File: src/rtl/frame_builder_crc16_macros.svh
// ----------------------------------------------------------------------------
// frame_builder_crc16 assertion macros
// concurrent check wrappers, compiled out for synthesis
// ----------------------------------------------------------------------------
`ifndef FRAME_BUILDER_CRC16_MACROS_SVH
`define FRAME_BUILDER_CRC16_MACROS_SVH

`ifndef SYNTHESIS
// property must hold at every clock edge out of reset
`define FBC_ASSERT(lbl, clk, rstn, prop) \
  lbl: assert property (@(posedge clk) disable iff (!(rstn)) (prop)) \
    else $error("frame_builder_crc16 check failed");
// condition must never be seen at a clock edge out of reset
`define FBC_ASSERT_NEVER(lbl, clk, rstn, cond) \
  lbl: assert property (@(posedge clk) disable iff (!(rstn)) !(cond)) \
    else $error("frame_builder_crc16 forbidden condition");
`else
`define FBC_ASSERT(lbl, clk, rstn, prop)
`define FBC_ASSERT_NEVER(lbl, clk, rstn, cond)
`endif

`endif

File: src/rtl/fbc_pkg.sv
// ----------------------------------------------------------------------------
// fbc_pkg
// shared types, constants and the crc-16/xmodem byte update
// ----------------------------------------------------------------------------
`timescale 1ns / 1ps

package fbc_pkg;

  localparam int QUEUE_DEPTH = 6;
  localparam int QCNT_W      = $clog2(QUEUE_DEPTH + 1);

  localparam logic [7:0]  NON_PAYLOAD_LEN = 8'd5;
  localparam logic [7:0]  MAX_PAYLOAD     = 8'd250;
  localparam logic [15:0] CRC_POLY        = 16'h1021;
  localparam logic [15:0] CRC_INIT        = 16'h0000;

  typedef logic [7:0] byte_t;

  typedef enum logic {
    REG_HEADER = 1'b0,
    REG_TAIL   = 1'b1
  } reg_idx_t;

  // words handed from the frame logic to the output queue in one go
  typedef struct packed {
    logic [QCNT_W-1:0]                num;
    logic [QUEUE_DEPTH-1:0][7:0]      data;
    logic [QUEUE_DEPTH-1:0]           last;
  } load_t;

  typedef struct packed {
    logic       in_frame;
    logic [7:0] bytes_left;
  } ctl_status_t;

  typedef struct packed {
    logic [QCNT_W-1:0] count;
  } queue_status_t;

  // one byte into the crc, msb first
  function automatic logic [15:0] crc_feed(input logic [15:0] crc, input logic [7:0] b);
    logic [15:0] c;
    c = crc ^ {b, 8'h00};
    for (int i = 0; i < 8; i++) begin
      if (c[15]) begin
        c = {c[14:0], 1'b0} ^ CRC_POLY;
      end else begin
        c = {c[14:0], 1'b0};
      end
    end
    return c;
  endfunction

endpackage

File: src/rtl/fbc_frame_ctl.sv
// ----------------------------------------------------------------------------
// fbc_frame_ctl
// frame state, running crc and the set of words each input byte causes
// ----------------------------------------------------------------------------
`timescale 1ns / 1ps

module fbc_frame_ctl (
  input  logic                clk,
  input  logic                rst_n,
  input  logic                take,
  input  fbc_pkg::byte_t      data_byte,
  input  fbc_pkg::byte_t      data_count,
  input  fbc_pkg::byte_t      header,
  input  fbc_pkg::byte_t      tail,
  input  logic [15:0]         hdr_crc,
  output fbc_pkg::load_t      load,
  output fbc_pkg::ctl_status_t status
);
  import fbc_pkg::*;

  logic        in_frame_r, in_frame_nxt;
  logic [7:0]  left_r, left_nxt;
  logic [15:0] crc_r, crc_nxt;

  logic        start, drop, close;
  logic [7:0]  len_byte;
  logic [7:0]  left_after;
  logic [15:0] crc_base;
  logic [15:0] crc_after;

  assign start      = !in_frame_r;
  assign drop       = start && ((data_count == 8'd0) || (data_count > MAX_PAYLOAD));
  assign len_byte   = data_count + NON_PAYLOAD_LEN;
  assign left_after = start ? (data_count - 8'd1) : (left_r - 8'd1);
  assign close      = (left_after == 8'd0);
  // header crc is precomputed at config time
  assign crc_base   = start ? crc_feed(hdr_crc, len_byte) : crc_r;
  assign crc_after  = crc_feed(crc_base, data_byte);

  always_comb begin
    load = '0;
    if (drop) begin
      load.num = '0;
    end else if (start && close) begin
      load.num     = QCNT_W'(6);
      load.data[0] = header;
      load.data[1] = len_byte;
      load.data[2] = data_byte;
      load.data[3] = crc_after[15:8];
      load.data[4] = crc_after[7:0];
      load.data[5] = tail;
      load.last[5] = 1'b1;
    end else if (start) begin
      load.num     = QCNT_W'(3);
      load.data[0] = header;
      load.data[1] = len_byte;
      load.data[2] = data_byte;
    end else if (close) begin
      load.num     = QCNT_W'(4);
      load.data[0] = data_byte;
      load.data[1] = crc_after[15:8];
      load.data[2] = crc_after[7:0];
      load.data[3] = tail;
      load.last[3] = 1'b1;
    end else begin
      load.num     = QCNT_W'(1);
      load.data[0] = data_byte;
    end
  end

  always_comb begin
    in_frame_nxt = in_frame_r;
    left_nxt     = left_r;
    crc_nxt      = crc_r;
    if (take && !drop) begin
      if (close) begin
        in_frame_nxt = 1'b0;
        left_nxt     = 8'd0;
        crc_nxt      = CRC_INIT;
      end else begin
        in_frame_nxt = 1'b1;
        left_nxt     = left_after;
        crc_nxt      = crc_after;
      end
    end
  end

  always_ff @(posedge clk) begin
    if (!rst_n) begin
      in_frame_r <= 1'b0;
      left_r     <= 8'd0;
      crc_r      <= CRC_INIT;
    end else begin
      in_frame_r <= in_frame_nxt;
      left_r     <= left_nxt;
      crc_r      <= crc_nxt;
    end
  end

  assign status.in_frame   = in_frame_r;
  assign status.bytes_left = left_r;

endmodule

File: src/rtl/fbc_out_queue.sv
// ----------------------------------------------------------------------------
// fbc_out_queue
// six-word result register, loaded at once, drained one word a cycle if ready
// ----------------------------------------------------------------------------
`timescale 1ns / 1ps

module fbc_out_queue (
  input  logic                   clk,
  input  logic                   rst_n,
  input  logic                   load_en,
  input  fbc_pkg::load_t         load,
  output logic                   can_load,
  output logic                   out_tvalid,
  input  logic                   out_tready,
  output fbc_pkg::byte_t         out_byte,
  output logic                   out_last,
  output fbc_pkg::queue_status_t status
);
  import fbc_pkg::*;

  logic [QCNT_W-1:0]           cnt_r, cnt_nxt;
  logic [QUEUE_DEPTH-1:0][7:0] data_r;
  logic [QUEUE_DEPTH-1:0]      last_r;
  logic                        pop;

  assign out_tvalid = (cnt_r != '0);
  assign pop        = out_tvalid && out_tready;
  // take a new load when empty or when the final word leaves this cycle
  assign can_load   = (cnt_r == '0) || ((cnt_r == QCNT_W'(1)) && out_tready);

  always_comb begin
    cnt_nxt = cnt_r;
    if (load_en) begin
      cnt_nxt = load.num;
    end else if (pop) begin
      cnt_nxt = cnt_r - QCNT_W'(1);
    end
  end

  always_ff @(posedge clk) begin
    if (!rst_n) begin
      cnt_r <= '0;
    end else begin
      cnt_r <= cnt_nxt;
    end
  end

  always_ff @(posedge clk) begin
    if (load_en) begin
      data_r <= load.data;
      last_r <= load.last;
    end else if (pop) begin
      data_r <= data_r >> 8;
      last_r <= last_r >> 1;
    end
  end

  assign out_byte     = data_r[0];
  assign out_last     = last_r[0];
  assign status.count = cnt_r;

endmodule

File: src/rtl/frame_builder_crc16.sv
// ----------------------------------------------------------------------------
// frame_builder_crc16
// byte framer: header, length, payload, crc-16/xmodem (hi, lo), tail
// ----------------------------------------------------------------------------
//  channel  | direction | word
//  ---------+-----------+--------------------------------------------------
//  in_*     | slave     | tdata[7:0] data_byte, tdata[15:8] data_count
//  out_*    | master    | tdata[7:0] out_byte, tlast = frame_end
//  cfg_*    | write     | addr 0 header_value, addr 1 tail_value
//
//  one input word per cycle inside a frame while out_tready holds; each word
//  is decided in the cycle it is accepted and its output words land in a
//  six-word register; the output side drains one word a cycle while ready,
//  so the input stalls while a frame's header, crc and tail words are sent
//  a new word is taken while the last queued word is being handed out
//  dropped words (count 0 or above 250 when idle) are taken but queue nothing
//  reset is synchronous on rst_n low; it clears frame state and registers
// ----------------------------------------------------------------------------
`timescale 1ns / 1ps
`include "frame_builder_crc16_macros.svh"

module frame_builder_crc16 (
  input  logic        clk,
  input  logic        rst_n,
  // input stream
  input  logic        in_tvalid,
  output logic        in_tready,
  input  logic [15:0] in_tdata,    // [7:0] data_byte, [15:8] data_count
  // framed output stream
  output logic        out_tvalid,
  input  logic        out_tready,
  output logic [7:0]  out_tdata,   // [7:0] out_byte
  output logic        out_tlast,   // frame_end, set on the tail byte
  // config write port
  input  logic        cfg_we,
  input  logic        cfg_addr,
  input  logic [7:0]  cfg_wdata
);
  import fbc_pkg::*;

  byte_t         header_r;
  byte_t         tail_r;
  logic [15:0]   hdr_crc_r;       // crc of the header byte alone

  logic          take;
  load_t         load;
  ctl_status_t   ctl_st;
  queue_status_t q_st;

  // config registers; header crc follows the header so the first
  // payload byte only has two crc steps in its path
  always_ff @(posedge clk) begin
    if (!rst_n) begin
      header_r  <= 8'd0;
      tail_r    <= 8'd0;
      hdr_crc_r <= crc_feed(CRC_INIT, 8'd0);
    end else if (cfg_we) begin
      case (reg_idx_t'(cfg_addr))
        REG_HEADER: begin
          header_r  <= cfg_wdata;
          hdr_crc_r <= crc_feed(CRC_INIT, cfg_wdata);
        end
        REG_TAIL: begin
          tail_r <= cfg_wdata;
        end
        default: begin
        end
      endcase
    end
  end

  assign take = in_tvalid && in_tready;

  // frame state and word selection
  fbc_frame_ctl u_ctl (
    .clk        (clk),
    .rst_n      (rst_n),
    .take       (take),
    .data_byte  (in_tdata[7:0]),
    .data_count (in_tdata[15:8]),
    .header     (header_r),
    .tail       (tail_r),
    .hdr_crc    (hdr_crc_r),
    .load       (load),
    .status     (ctl_st)
  );

  // result register, drained one word per cycle while out_tready is high
  fbc_out_queue u_queue (
    .clk        (clk),
    .rst_n      (rst_n),
    .load_en    (take),
    .load       (load),
    .can_load   (in_tready),
    .out_tvalid (out_tvalid),
    .out_tready (out_tready),
    .out_byte   (out_tdata),
    .out_last   (out_tlast),
    .status     (q_st)
  );

  // ---- checks ----
  // tail is always the final queued word
  `FBC_ASSERT(a_tail_last, clk, rst_n, (out_tvalid && out_tlast) |-> (q_st.count == QCNT_W'(1)))
  // input only opens when at most one word is left to send
  `FBC_ASSERT(a_ready_room, clk, rst_n, in_tready |-> (q_st.count <= QCNT_W'(1)))
  // an open frame always expects more payload
  `FBC_ASSERT_NEVER(a_open_empty, clk, rst_n, ctl_st.in_frame && (ctl_st.bytes_left == 8'd0))
  // queue count never exceeds its depth of six words
  `FBC_ASSERT_NEVER(a_q_over, clk, rst_n, q_st.count > QCNT_W'(QUEUE_DEPTH))

endmodule
File: config.mk
export PLATFORM = sky130hd
export DESIGN_NAME = frame_builder_crc16
export DESIGN_NICKNAME = d
export VERILOG_FILES = /design/src/rtl/fbc_pkg.sv /design/src/rtl/fbc_frame_ctl.sv /design/src/rtl/fbc_out_queue.sv /design/src/rtl/frame_builder_crc16.sv
export VERILOG_INCLUDE_DIRS = /design/src /design/src/rtl
export SDC_FILE = /design/constraint.sdc
export NUM_CORES = 1
export LEC_CHECK = 0
export ABC_CLOCK_PERIOD_IN_PS = 7600
export CAP_MARGIN = 20
export CORE_AREA = 4 4 133 84
export DETAILED_ROUTE_END_ITERATION = 7
export DIE_AREA = 0 0 137 88
export DONT_BUFFER_PORTS = 1
export PLACE_DENSITY = 0.79
export SYNTH_ARGS = -nofsm -noshare
export SYNTH_HDL_FRONTEND = slang
export SYNTH_SLANG_ARGS = --single-unit
export TNS_END_PERCENT = 30
File: constraint.sdc
create_clock -name clk -period 7.6 [get_ports clk]
set_input_delay 1.52 -clock clk [delete_from_list [all_inputs] [get_ports clk]]
set_output_delay 1.52 -clock clk [all_outputs]
set_load 0.02 [all_outputs]
==> results_dict.tcl <==
set metrics [dict create \
    reg2reg_depth 8 \
    worstSetupEndpointType "flip-flop" \
    postPlaceCellArea_sq_um 6250 \
    final_common_cell "nand2_1" \
    synthMuxAreaShare_pct 3.30 \
    syn-num-nets 667 \
    cp.required_ps 7790 \
    finalHoldViolations 0 \
    p_sw_w 0.00107 \
    synth_area_leaders "edfxtp_1, dfxtp_1, xnor2_1" \
    async_flop_share_pct 0 \
    cts_tree "built" \
    slew_headroom_pct 32.3 \
    finish.instance_area_sq_um 6550 \
    place_ws_ps 3270 \
    hold_depth 2 \
    via_per_inst 6.58 \
    ctsLongestPathBuffers 2 \
    synthAdderAreaFrac_pct 1.59 \
    floorplan.die_area_sq_um 12100 \
    cp_max_fo 19 \
    ctsResizeCount 0 \
    regToRegStartpoint "u_ctl.in_frame_r" \
    ys_warn_count 0 \
    cts-buffers-inserted 9 \
    gr-usage-all-layers_pct 28.5 \
    start_kind "primary input" \
    yosys.area.top_type_share_pct 23.8 \
    status "complete, no violations" \
    synthXorXnorAreaFrac_pct 13.7 \
    netlist_area_sq_um 6300 \
    route.met3.wl_mm 2.31 \
    drt_iter0_drc 667 \
    yosysTopAreaCell "edfxtp_1" \
    worst-setup-path-type "in2reg" \
    met1_length_mm 6.87 \
    rsz0062_at_grt "no" \
    dieHeight_microns 88 \
    clkPwrFrac_pct 18.1 \
    num_vias 4828 \
    synth_ff_type "dfxtp_1" \
    r2r_end "u_queue.data_r[31]" \
    finalCriticalPeriod_ps 4030 \
    antenna_left 0 \
    clock-sinks 106 \
    multi_input_area_sq_um 3370 \
    hold_class "reg2reg" \
    core_sq_um 9810 \
    io_buffers 0 \
    maxCapViolations 0 \
    tightest_slew_ps 1010 \
    syn_to_final_growth_pct 3.95 \
    seq_power_share_pct 39.3 \
    finalNetCount 632 \
    postLayoutSetupSlackWorst_ps 3570 \
    postCtsSetupBuffers 0 \
    vdd_drop_max_v 0.000207 \
    final_cell_mix "nand2_1, dfxtp_1, edfxtp_1" \
    rows 28 \
    fillers 774 \
    wl_met2_mm 7.15 \
    grt_pass1_wl_mm 25.6 \
    syn_inst 629 \
    htree_levels 3 \
    clkSlewWorstSetupHoldPaths_ps 80 \
    whs_endpoint "u_queue.last_r[1]" \
    internal_power_w 0.00158 \
    final_core_util_pct 66.8 \
    routed.top_layer "met4" \
    finClkSkew_ps 8.82 \
    grt_max_degree 53 \
    clk_latency_ps 350 \
    fmax_ghz 0.248 \
    ys_seq_area_share_pct 41.6 \
    post-route-period-util_pct 53.0 \
    finalSetupTns_ps 0 \
    antenna_found_initial 0 \
    p_leak_nw 2.45 \
    dp_hpwl_mm 11.8 \
    firstDrtPassIters 6 \
    grt_pass1_vias 4534 \
    synth_cell_types 71 \
    sw_frac_of_total_pct 40.3 \
    worstPathArrival_ps 4220 \
    synth_seq_cells 106 \
    overflow 0 \
    initial_utilization_pct 64.2 \
    cellPowerDensity_nw_per_um2 405 \
    maxSlewViolCount 0 \
    io_pins 41 \
    combPwrFrac_pct 42.6 \
    routed_wl_mm 16.7 \
    postCtsHoldBufs 0 \
    seq_area_sq_um 2620 \
    synth_top_family_by_area "simple AND/OR/NAND/NOR gates" \
    gp_congestion 0.940 \
    hp-start "u_queue.last_r[2]" \
    clock-root-buffer "clkbuf_16" \
    synth-edff-count 50 \
    avgSynthCellArea_sq_um 10.0 \
    post-route-drc-count 0 \
    synthSimpleGateAreaFrac_pct 17.9 \
    r2r_setup_slack_ps 3850 \
    synth_compound_area_share_pct 16.9 \
    finalSetupViolCount 0 \
    insertedDiodeCount 0 \
    dieWidth_microns 137 \
    detail_route.wl_per_cell_microns 22.7 \
    hold_ws_ps 458 \
    drive_above_1_share_pct 9.02 \
]
state kept, by name (all words and copies together), names as in the netlist:
signal	cells
hdr_crc_r	8
u_queue.out_byte	8
u_queue.data_r	40
header_r	8
u_ctl.crc_r	16
u_ctl.left_r	8
u_queue.status	3
u_queue.last_r	6
tail_r	8
u_ctl.in_frame_r	1
cell usage after synthesis (all sizes together), types with 3 or more instances:
master  count
a21boi     23
a21o        4
a21oi      14
a221o       9
a22o       16
a22oi      19
a41oi       3
and2        8
and3       19
buf        22
clkbuf     30
dfxtp      56
edfxtp     50
ha          8
inv        11
mux2        3
mux2i      17
nand2      94
nand2b      5
nand3      16
nand3b      4
nand4       4
nor2       11
nor2b      13
nor3       10
nor3b       6
nor4        6
nor4b       3
o21a        3
o21ai      41
or4         3
or4bb       3
xnor2      48
xnor3       7
xor2       20
power groups by stage:
stage | clock network (W) | logic, W | registers (W)
6_report | 0.000479 | 0.00113 | 0.00104
3_5_place_dp | 0 | 0.00110 | 0.00105
5_1_grt | 0.000500 | 0.00121 | 0.00106
2_1_floorplan | 0 | 0.000934 | 0.000966
4_1_cts | 0.000481 | 0.00111 | 0.00104
3_3_place_gp | 0 | 0.00107 | 0.00104
how the worst max path moves through the flow:
stage | endpoint | from | slack, ps
6_report | u_queue.data_r[31] | in_tdata[9] | 3570
3_3_place_gp | u_queue.data_r[31] | in_tdata[9] | 3400
5_1_grt | u_queue.data_r[31] | in_tdata[9] | 3360
4_1_cts | u_queue.data_r[31] | in_tdata[9] | 3630
2_1_floorplan | u_queue.data_r[19] | u_ctl.in_frame_r | 3650
3_5_place_dp | u_queue.data_r[31] | in_tdata[9] | 3270
through the flow:
step,power [W],instances
5_1_grt,0.00278,734
3_5_place_dp,0.00215,718
2_1_floorplan,0.00190,629
3_3_place_gp,0.00211,718
6_report,0.00265,734
4_1_cts,0.00263,734
cell type report:
type	count	area share (%)
Multi-Input combinational cell	459	51.4
Tap cell	135	2.58
Inverter	12	0.688
Clock buffer	9	3.44
Clock inverter	7	1.17
Sequential cell	106	40.0
Timing Repair Buffer	6	0.688
metal layers:
| metal | up-vias | global-route usage [%] |
|---|---|---|
| met5 | - | 0 |
| met4 | 0 | 8.42 |
| met3 | 32 | 9.82 |
| li1 | 2183 | - |
| met2 | 296 | 41.3 |
| met1 | 2317 | 40.6 |
critical path, cell delays in order:
cell and delay (ps):
mux2i_1 190, ha_1 340, xnor2_1 100, or3_1 410, nor4_4 770, and3_1 600
a22oi_1 170, o21ai_0 120
cells by family after synthesis:
family                   Yosys count
AO/OA/AOI/OAI                    144
XOR/XNOR                          77
adder cells (fa/ha/maj)            8
buffers and inverters             64
flip-flops                       106
multiplexers                      20
AND/OR/NAND/NOR                  210
Note: power is estimated with default switching activity, not from simulation.
